**src/design/kbpt_pkg.sv**
```systemverilog
// package with shared constants, types and state codes for the peer table insert block
`default_nettype none
package kbpt_pkg;
  localparam int ID_BITS = 64;
  localparam int SLOTS = 4;
  localparam int MAX_BUCKETS = 16;
  localparam int NUM_SLOTS = MAX_BUCKETS * SLOTS;
  localparam int ADDR_BITS = 32;
  localparam int PORT_BITS = 16;
  localparam int B_W = $clog2(MAX_BUCKETS);
  localparam int S_W = (SLOTS > 1) ? $clog2(SLOTS) : 1;
  localparam int SC_W = $clog2(SLOTS + 1);
  localparam int CNT_W = $clog2(MAX_BUCKETS + 1);
  localparam int IDX_W = $clog2(NUM_SLOTS);

  typedef enum logic [3:0] {
    ST_IDLE,
    ST_SCAN,
    ST_CHECK,
    ST_SPLIT0,
    ST_SPLIT1,
    ST_RP_RD,
    ST_RP_WR,
    ST_PLACE,
    ST_FAIL,
    ST_DONE
  } state_t;

  typedef struct packed {
    logic load;
    logic scan_clr;
    logic scan_inc;
    logic sel_last;
    logic split_half;
    logic split_wr;
    logic rp_rd;
    logic rp_wr;
    logic place;
    logic fail;
    logic out_load;
  } cmd_t;

  typedef struct packed {
    logic hit;
    logic scan_last;
    logic full;
    logic can_split;
    logic rp_last;
    logic out_free;
  } stat_t;
endpackage
`default_nettype wire

```
**src/design/kbpt_ctrl.sv**
```systemverilog
// controller state machine sequencing search, split, re-placement and placement
`default_nettype none
module kbpt_ctrl (
  input  wire            clk,
  input  wire            rst_n,
  input  wire            in_fire,
  output logic           idle,
  input  kbpt_pkg::stat_t st,
  output kbpt_pkg::cmd_t  cmd
);
  kbpt_pkg::state_t state_r, state_nxt;
  logic retried_r, retried_nxt;

  always_ff @(posedge clk) begin
    if (!rst_n) begin
      state_r   <= kbpt_pkg::ST_IDLE;
      retried_r <= 1'b0;
    end else begin
      state_r   <= state_nxt;
      retried_r <= retried_nxt;
    end
  end

  always_comb begin
    state_nxt   = state_r;
    retried_nxt = retried_r;
    cmd         = '0;
    idle        = 1'b0;
    case (state_r)
      kbpt_pkg::ST_IDLE: begin
        idle = 1'b1;
        if (in_fire) begin
          cmd.load     = 1'b1;
          cmd.scan_clr = 1'b1;
          retried_nxt  = 1'b0;
          state_nxt    = kbpt_pkg::ST_SCAN;
        end
      end
      kbpt_pkg::ST_SCAN: begin
        if (st.hit) state_nxt = kbpt_pkg::ST_CHECK;
        else if (st.scan_last) state_nxt = kbpt_pkg::ST_FAIL;
        else cmd.scan_inc = 1'b1;
      end
      kbpt_pkg::ST_CHECK: begin
        if (!st.full) state_nxt = kbpt_pkg::ST_PLACE;
        else if (retried_r) state_nxt = kbpt_pkg::ST_FAIL;
        else state_nxt = kbpt_pkg::ST_SPLIT0;
      end
      kbpt_pkg::ST_SPLIT0: begin
        cmd.sel_last = 1'b1;
        if (st.can_split) begin
          cmd.split_half = 1'b1;
          state_nxt      = kbpt_pkg::ST_SPLIT1;
        end else begin
          state_nxt = kbpt_pkg::ST_FAIL;
        end
      end
      kbpt_pkg::ST_SPLIT1: begin
        cmd.sel_last = 1'b1;
        cmd.split_wr = 1'b1;
        state_nxt    = kbpt_pkg::ST_RP_RD;
      end
      kbpt_pkg::ST_RP_RD: begin
        cmd.rp_rd = 1'b1;
        state_nxt = kbpt_pkg::ST_RP_WR;
      end
      kbpt_pkg::ST_RP_WR: begin
        cmd.rp_wr = 1'b1;
        if (st.rp_last) begin
          cmd.scan_clr = 1'b1;
          retried_nxt  = 1'b1;
          state_nxt    = kbpt_pkg::ST_SCAN;
        end else begin
          state_nxt = kbpt_pkg::ST_RP_RD;
        end
      end
      kbpt_pkg::ST_PLACE: begin
        cmd.place = 1'b1;
        state_nxt = kbpt_pkg::ST_DONE;
      end
      kbpt_pkg::ST_FAIL: begin
        cmd.fail  = 1'b1;
        state_nxt = kbpt_pkg::ST_DONE;
      end
      kbpt_pkg::ST_DONE: begin
        if (st.out_free) begin
          cmd.out_load = 1'b1;
          state_nxt    = kbpt_pkg::ST_IDLE;
        end
      end
      default: state_nxt = kbpt_pkg::ST_IDLE;
    endcase
  end
endmodule
`default_nettype wire

```
**config.mk**
```make
export PLATFORM = sky130hd
export DESIGN_NAME = kbpt_ctrl
export DESIGN_NICKNAME = d
export VERILOG_FILES = /design/src/design/kbpt_pkg.sv /design/src/design/kbpt_ctrl.sv
export SDC_FILE = /design/constraint.sdc
export NUM_CORES = 1
export LEC_CHECK = 0
export BUFFER_PORTS_ARGS = -buffer_cell sky130_fd_sc_hd__buf_2
export CAP_MARGIN = 20
export CORE_AREA = 4 4 41 43
export DETAILED_ROUTE_END_ITERATION = 8
export DIE_AREA = 0 0 45 47
export PLACE_DENSITY_LB_ADDON = 0.08
export SLEW_MARGIN = 10
export SYNTH_ARGS = -nofsm -noshare
export SYNTH_HDL_FRONTEND = slang
export SYNTH_SLANG_ARGS = --single-unit
```
**constraint.sdc**
```tcl
create_clock -name clk -period 1.74 [get_ports clk]
set_input_delay 0.348 -clock clk [delete_from_list [all_inputs] [get_ports clk]]
set_output_delay 0.348 -clock clk [all_outputs]
set_load 0.02 [all_outputs]
```
==> results of run 1 <==
## synth_stat cells (all sizes together)
| cell type | n | share of area |
|---|---|---|
| nor2b | 2 | 0.026 |
| o21a | 1 | 0.016 |
| a21oi | 6 | 0.062 |
| nor3b | 2 | 0.042 |
| or2 | 1 | 0.013 |
| nand3 | 3 | 0.031 |
| a21boi | 1 | 0.016 |
| buf | 6 | 0.099 |
| nand2b | 5 | 0.065 |
| nor2 | 8 | 0.062 |
| inv | 3 | 0.023 |
| o21ai | 2 | 0.021 |
| nand3b | 1 | 0.016 |
| o41ai | 1 | 0.057 |
| o22ai | 1 | 0.013 |
| nor3 | 3 | 0.042 |
| nand2 | 10 | 0.078 |
| a211oi | 2 | 0.042 |
| dfxtp | 5 | 0.21 |
| nor4 | 3 | 0.052 |
| o2bb2ai | 1 | 0.018 |
## repair_timing
| action | CTS | global route |
|---|---|---|
| gates resized for setup | 3 | 6 |
| setup endpoints to repair | 3 | 3 |
| endpoints found under the hold margin | 0 | 0 |
## layer usage
| layer | wire [um] | up-vias | track usage |
|---|---|---|---|
| met5 | 0 | - | 0 |
| met4 | 42 | 0 | 0.123 |
| met3 | 100 | 4 | 0.0843 |
| met2 | 588 | 16 | 0.175 |
| met1 | 540 | 234 | 0.161 |
| li1 | - | 278 | - |
## cells in the final DEF, fill, tap and decap left out
cell,Yosys,layout
nor4_4,0,1
nor3_2,1,1
clkbuf_4,0,3
dfxtp_4,0,2
nor2b_1,2,2
o21a_1,1,1
o21ai_1,1,1
or2_4,0,1
nor3b_2,1,2
inv_1,3,3
nor2_1,8,8
nand2_1,10,10
nor3_1,2,2
a211oi_1,1,1
clkbuf_1,0,1
nand3_1,3,3
o21ai_0,1,1
buf_4,2,4
o22ai_1,1,1
a21oi_1,6,6
o2bb2ai_1,1,1
nor4_1,2,1
a21boi_1,1,1
dfxtp_2,0,2
o41ai_4,1,1
nand3b_1,1,1
buf_2,2,20
dfxtp_1,5,1
nor4_2,1,1
nand2b_1,5,5
a211oi_2,1,1
## layout make-up
cell class / instances / share of cell area
Multi-Input combinational cell: 53 / 0.538
Timing Repair Buffer: 24 / 0.203
Sequential cell: 5 / 0.172
Clock buffer: 4 / 0.0409
Tap cell: 15 / 0.0292
Inverter: 3 / 0.0175
## how the worst min path moves through the flow
stage                                 startpoint                 endpoint  cells past startpoint
after CTS                                  rst_n  state_r[0]$_SDFFE_PN0P_                      2
after floorplan           retried_r$_SDFFE_PN0P_   retried_r$_SDFFE_PN0P_                      2
final                                      rst_n  state_r[0]$_SDFFE_PN0P_                      2
after global placement    retried_r$_SDFFE_PN0P_   retried_r$_SDFFE_PN0P_                      2
after detailed placement  retried_r$_SDFFE_PN0P_   retried_r$_SDFFE_PN0P_                      2
after global routing                       rst_n  state_r[0]$_SDFFE_PN0P_                      2
## logic make-up after synthesis
kind of cell,synth area share
AND/OR/NAND/NOR,0.426
buffers and inverters,0.122
flip-flops,0.208
AO/OA/AOI/OAI,0.244
## per-stage QoR
stage,TNS [ns],utilization,hold slack (ns)
3_3_place_gp,0,0.453,0.471
3_5_place_dp,0,0.453,0.474
2_1_floorplan,0,-,0.449
4_1_cts,0,0.477,0.345
5_1_grt,-0.00626,0.493,0.348
6_report,0,0.493,0.352
## sequential cells by signal, indices dropped and copies added (netlist names)
name	flops
state_r	4
retried_r	1
## power groups by stage
stage / Sequential [mW] / Clock [mW] / Combinational, mW
global route: 0.247 / 0.165 / 0.659
detailed placement: 0.215 / 0 / 0.568
floorplan: 0.175 / 0 / 0.488
CTS: 0.217 / 0.152 / 0.582
global placement: 0.212 / 0 / 0.573
finish: 0.240 / 0.147 / 0.596
==> out/qor.yml, run 1 <==
placement:
  dp_hpwl_um: 963
  gp_congestion: 0.690
  io_buffers: 20
  place_inst: 100
  pre_cts_ws_ns: 0.230
  place_area_um2: 589
finish:
  fill_cells: 148
  area_growth_pct: 33.2
  final_area_um2: 642
  regArea_um2: 110
  drive_gt1_frac: 0.438
  nets: 99
  multi_input_area_um2: 345
  antenna-diode-count: 0
  stdcell_count: 104
critical_path:
  cp-end-kind: "output port"
  required_ns: 1.39
  cp_slowest_stage_delay_ns: 0.38
  crit_chain: "or2_4, nor3b_2, buf_2"
  crit_family: "simple AND/OR/NAND/NOR gates"
  worst_path_max_delay_cell: "dfxtp_4"
  worst-path-buf-inv: 1
  rr_worst_depth: 5
  cp.arrival_ns: 1.31
  crit_cells: 3
  worstPathMaxFanout: 11
  timing.critical_path.to: "cmd[1]"
  cp-startpoint: "state_r[1]$_SDFFE_PN0P_"
  timing.rr.start: "state_r[0]$_SDFFE_PN0P_"
  r2r_setup_slack_ns: 0.41
  r2r-end: "state_r[3]$_SDFFE_PN0P_"
  critical_path_class: "flip-flop to output port"
  cp-start-kind: "flip-flop"
clock_network:
  cts_root_buffer: "clkbuf_4"
  cts_hold_buf: 0
  cts_sinks: 5
  htreeDepth: 1
  cts.clk_slew.worst_paths_ns: 0.05
  cts_setup_buffers: 0
  cts_tree: "yes"
  ctsLongestPathBuffers: 2
  cts_made_buffers: 3
  clk_latency_ns: 0.26
pwr:
  sw_frac_of_total: 0.494
  clkPwrFrac: 0.149
  ir_drop_mv: 0.894
  p_int_mw: 0.497
  switching_power_mw: 0.486
  power_frac_seq: 0.244
  power_density_nw_per_um2: 1530
  p_total_mw: 0.983
  power.share.combinational: 0.607
  leakage_nw: 0.299
die:
  rows: 13
  die_x_um: 45
  start_util: 0.370
  die_y_um: 47
  die-area_um2: 2120
  io_pins: 21
  core_area_um2: 1300
global_routing:
  track_usage: 0.139
  antenna_found_initial: 0
  overflow: 0
  grt_pass1_vias: 457
  grt_pass1_wl_um: 1920
  grt_max_degree: 12
routing:
  num_vias: 532
  remaining_drc_errors: 0
  wl_per_cell_um: 12.2
  antenna_left: 0
  wl_um: 1270
  firstDrtPassIters: 3
  drtIter0Drc: 7
  vias_per_cell: 5.12
logic_synthesis:
  synth-seq-cells: 5
  ys_warn_count: 0
  synth_nets: 76
  avgSynthCellArea_um2: 7.19
  yosysSeqAreaShare: 0.208
  ys_types: 28
  synth_area_um2: 482
  synth_cells: 67
job:
  max-cap-violations: 0
sta:
  hold_violations: 0
  finalWorstSetupSlack_ns: 0.0772
  max_slew.worst_pin.slew_ns: 0.315
  finalSetupViolCount: 0
  finClkSkew_ns: 0.00949
  min_period_ns: 1.66
  slew_headroom: 0.789
  max_freq_ghz: 0.601
  final_max_slew_viol_count: 0
  fin_crit_sh: 0.956
hold_path:
  hold_class: "input pin to flip-flop"
outcome:
  outcome: "complete, no violations"
Power figures use the tool's default switching activity.
==> inputs of run 2 (changes only) <==
- CTS_BUF_LIST: default -> sky130_fd_sc_hd__clkbuf_8
==> out/qor.yml, run 2 (synthesized netlist as in run 1, its figures left out) <==
outcome:
  outcome: "complete, no violations"
routing:
  wl_per_cell_um: 11.9
  wl_met3_um: 98
  met2_wirelength_um: 554
  wl_um: 1240
  route.top_layer_used: "met4"
  firstDrtPassIters: 3
  num_vias: 528
  antenna_left: 0
  drtIter0Drc: 3
  drt-met1-wl_um: 556
  remaining_drc_errors: 0
  vias_per_cell: 5.08
sta:
  finalSetupViolCount: 0
  max_freq_ghz: 0.612
  final_max_slew_viol_count: 0
  finClkSkew_ns: 0.00600
  slew_headroom: 0.803
  min_period_ns: 1.63
  rsz0062_at_grt: "no"
  tns_ns: 0
  max_slew.worst_pin.slew_ns: 0.294
  fin_crit_sh: 0.939
  hold_violations: 0
clock_network:
  cts_tree: "yes"
  ctsLongestPathBuffers: 2
  clk_latency_ns: 0.23
  htreeDepth: 1
  cts_sinks: 5
  cts_setup_buffers: 0
  cts_made_buffers: 3
  cts_root_buffer: "clkbuf_8"
  cts.clk_slew.worst_paths_ns: 0.04
critical_path:
  r2r-end: "state_r[3]$_SDFFE_PN0P_"
  critical_path_class: "flip-flop to output port"
  cp-startpoint: "state_r[1]$_SDFFE_PN0P_"
  rr_worst_depth: 5
  worstPathMaxFanout: 11
  r2r_setup_slack_ns: 0.37
  timing.critical_path.to: "cmd[1]"
  cp-end-kind: "output port"
  required_ns: 1.39
  timing.rr.start: "state_r[0]$_SDFFE_PN0P_"
  cp.arrival_ns: 1.29
  cp-start-kind: "flip-flop"
job:
  max-cap-violations: 0
global_routing:
  track_usage: 0.132
  grt_pass1_wl_um: 1900
  grt_pass1_vias: 457
  grt_max_degree: 12
  overflow: 0
  antenna_found_initial: 0
finish:
  largest_register: "state_r"
  final_util: 0.499
  nets: 99
  top_regs: "state_r: 4 flops, retried_r: 1 flops"
  area_growth_pct: 34.8
  largest_reg_flops: 4
  final_common_cell: "buf_2"
  final_area_um2: 649
  final_cell_mix: "20 x buf_2, 10 x nand2_1, 8 x nor2_1"
  drive_gt1_frac: 0.416
  antenna-diode-count: 0
pwr:
  leakage_nw: 0.307
  power_density_nw_per_um2: 1600
  ir_drop_mv: 1.02
  p_total_mw: 1.04
placement:
  gp_congestion: 0.690
  io_buffers: 20
  place_area_um2: 589
  dp_hpwl_um: 963
die:
  start_util: 0.370
  die-area_um2: 2120
  io_pins: 21
  core_area_um2: 1300
  die_y_um: 47
  die_x_um: 45
  rows: 13
hold_path:
  hold_class: "input pin to flip-flop"
==> run 2: where the power goes <==
| part | switching [mW] | internal (mW) |
|---|---|---|
| sequential | 0.0805 | 0.152 |
| combinational | 0.340 | 0.248 |
| clock | 0.0657 | 0.152 |
==> run 2: worst max-delay path, cell delays in order, from the launching register on <==
cell	delay, ns
dfxtp_2	0.38
or2_4	0.31
nor3b_1	0.18
buf_2	0.19
==> run 2: worst min-delay path by stage <==
| stage | cells after the start | end | start |
|---|---|---|---|
| final | 2 | state_r[0]$_SDFFE_PN0P_ | rst_n |
| after global routing | 2 | state_r[0]$_SDFFE_PN0P_ | rst_n |
| after CTS | 2 | state_r[0]$_SDFFE_PN0P_ | rst_n |
| after detailed placement | 2 | retried_r$_SDFFE_PN0P_ | retried_r$_SDFFE_PN0P_ |
| after global placement | 2 | retried_r$_SDFFE_PN0P_ | retried_r$_SDFFE_PN0P_ |
| after floorplan | 2 | retried_r$_SDFFE_PN0P_ | retried_r$_SDFFE_PN0P_ |
==> run 2: layout make-up <==
type	instances	area (um^2)
Multi-Input combinational cell	53	340
Tap cell	15	18.8
Fill cell	145	652
Sequential cell	5	104
Clock inverter	1	3.75
Inverter	3	11.3
Clock buffer	3	41.3
Timing Repair Buffer	24	130
==> run 2: metal layers <==
metal	up-vias	track usage
met2	16	0.175
met1	231	0.161
li1	277	-
met3	4	0.0728
met4	0	0.0877
met5	-	0
==> run 2: through the flow <==
step	hold WS, ns	setup WS [ns]	cells
finish	0.382	0.107	104
global route	0.397	0.00721	104
CTS	0.378	0.00113	104
detailed placement	0.474	0.230	100
global placement	0.471	0.247	100
floorplan	0.449	0.0573	67
==> run 2: timing repair <==
item                                    in CTS  in global routing
cloned                                       0                  0
endpoints found under the setup margin       1                  4
resized for setup                            1                  4
hold buffers                                 0                  0
==> inputs of run 3 (changes only) <==
- PLACE_DENSITY_LB_ADDON: 0.08 -> 0.15
==> out/qor.yml, run 3 (synthesized netlist as in run 1, its figures left out) <==
routing:
  wl_um: 1280
  num_vias: 517
  drtIter0Drc: 18
  wl_per_cell_um: 12.5
  remaining_drc_errors: 0
  vias_per_cell: 5.02
  antenna_left: 0
  firstDrtPassIters: 4
global_routing:
  grt_pass1_vias: 473
  track_usage: 0.135
  overflow: 0
  grt_pass1_wl_um: 2090
  grt_max_degree: 12
  antenna_found_initial: 0
sta:
  finalSetupViolCount: 0
  tns_ns: 0
  final_max_slew_viol_count: 0
  hold_violations: 0
  max_slew.worst_pin.slew_ns: 0.341
  rsz0062_at_grt: "no"
  slew_headroom: 0.771
  max_freq_ghz: 0.606
  finClkSkew_ns: 0.00305
  min_period_ns: 1.65
  fin_crit_sh: 0.949
critical_path:
  cp.arrival_ns: 1.30
  crit_chain: "buf_4, nor3_4, nand2_1, nand2_1, buf_2"
  worst_path_max_delay_cell: "dfxtp_2"
  worst-path-buf-inv: 2
  cp-end-kind: "output port"
  cp_common_cell: "nand2_1"
  required_ns: 1.39
  cp_slowest_stage_delay_ns: 0.36
  crit_family: "simple AND/OR/NAND/NOR gates"
  worstPathMaxFanout: 10
  critical_path_class: "flip-flop to output port"
  cp-start-kind: "flip-flop"
pwr:
  ir_drop_mv: 0.660
  p_total_mw: 1.04
  leakage_nw: 0.299
  power_density_nw_per_um2: 1590
placement:
  dp_hpwl_um: 995
  gp_congestion: 0.757
  io_buffers: 20
  place_area_um2: 582
clock_network:
  cts_hold_buf: 0
  cts_sinks: 5
  cts_tree: "yes"
  cts.clk_slew.worst_paths_ns: 0.04
  ctsLongestPathBuffers: 2
  clk_latency_ns: 0.22
  cts_made_buffers: 3
  cts_root_buffer: "clkbuf_8"
  htreeDepth: 1
die:
  die-area_um2: 2120
  core_area_um2: 1300
  die_y_um: 47
  die_x_um: 45
  rows: 13
  start_util: 0.370
  io_pins: 21
outcome:
  outcome: "complete, no violations"
finish:
  area_growth_pct: 35.3
  antenna-diode-count: 0
  nets: 98
  largest_reg_flops: 4
  final_cell_mix: "20 x buf_2, 10 x nand2_1, 8 x nor2_1"
  top_regs: "state_r: 4 flops, retried_r: 1 flops"
  largest_register: "state_r"
  final_area_um2: 652
  final_common_cell: "buf_2"
  drive_gt1_frac: 0.432
job:
  max-cap-violations: 0
hold_path:
  hold_class: "input pin to flip-flop"
run 3: cell types whose count changed in the layout (fill, tap and decap cells not counted), sizes merged:
cell  delta
buf      -1
run 3: power by group:
group	internal (mW)	total [mW]	switching, mW
Combinational	0.244	0.590	0.347
Clock	0.151	0.206	0.0552
Sequential	0.154	0.242	0.0882
Total	0.549	1.04	0.490
run 3: stage by stage:
stage               setup slack, ns   util  hold slack [ns]  instances
floorplan                    0.0573      -            0.449         67
global placement              0.238  0.447            0.473         99
detailed placement            0.232  0.447            0.473         99
CTS                        0.000845  0.490            0.378        103
global route                0.00552  0.501            0.400        103
finish                       0.0886  0.501            0.388        103
run 3: area by class of cell:
class                      count  area [um^2]
timing repair buffer          23          123
multi-input combinational     53          349
tap                           15         18.8
inverter                       3         11.3
sequential                     5          105
clock inverter                 1         3.75
fill                         147          649
clock buffer                   3         41.3
run 3: what timing repair did:
action / 4_1_cts / 5_1_grt
resized for setup: 2 / 6
cloned: 0 / 0
buffers inserted: 0 / 0
pin swaps: 0 / 1
setup endpoints to repair: 2 / 5
run 3: worst paths after layout:
check	start	to	slack [ns]	cells past startpoint
max	state_r[0]$_SDFFE_PN0P_	cmd[9]	0.09	5
min	rst_n	state_r[0]$_SDFFE_PN0P_	0.39	2
max reg2reg	state_r[0]$_SDFFE_PN0P_	state_r[3]$_SDFFE_PN0P_	0.35	5
min reg2reg	retried_r$_SDFFE_PN0P_	retried_r$_SDFFE_PN0P_	0.48	2
run 3: worst reg2reg max path: stages (launching register included):
cell	delay [ns]
dfxtp_2	0.36
buf_4	0.19
nor2b_1	0.16
o2bb2ai_1	0.12
a211oi_1	0.35
a211oi_2	0.08
run 3: layer usage:
layer	routed length, um	vias up	GRT usage
met1	597	230	0.173
met5	0	-	0
met4	0	0	0.0702
met2	606	15	0.226
li1	-	272	-
met3	79	0	0.0115
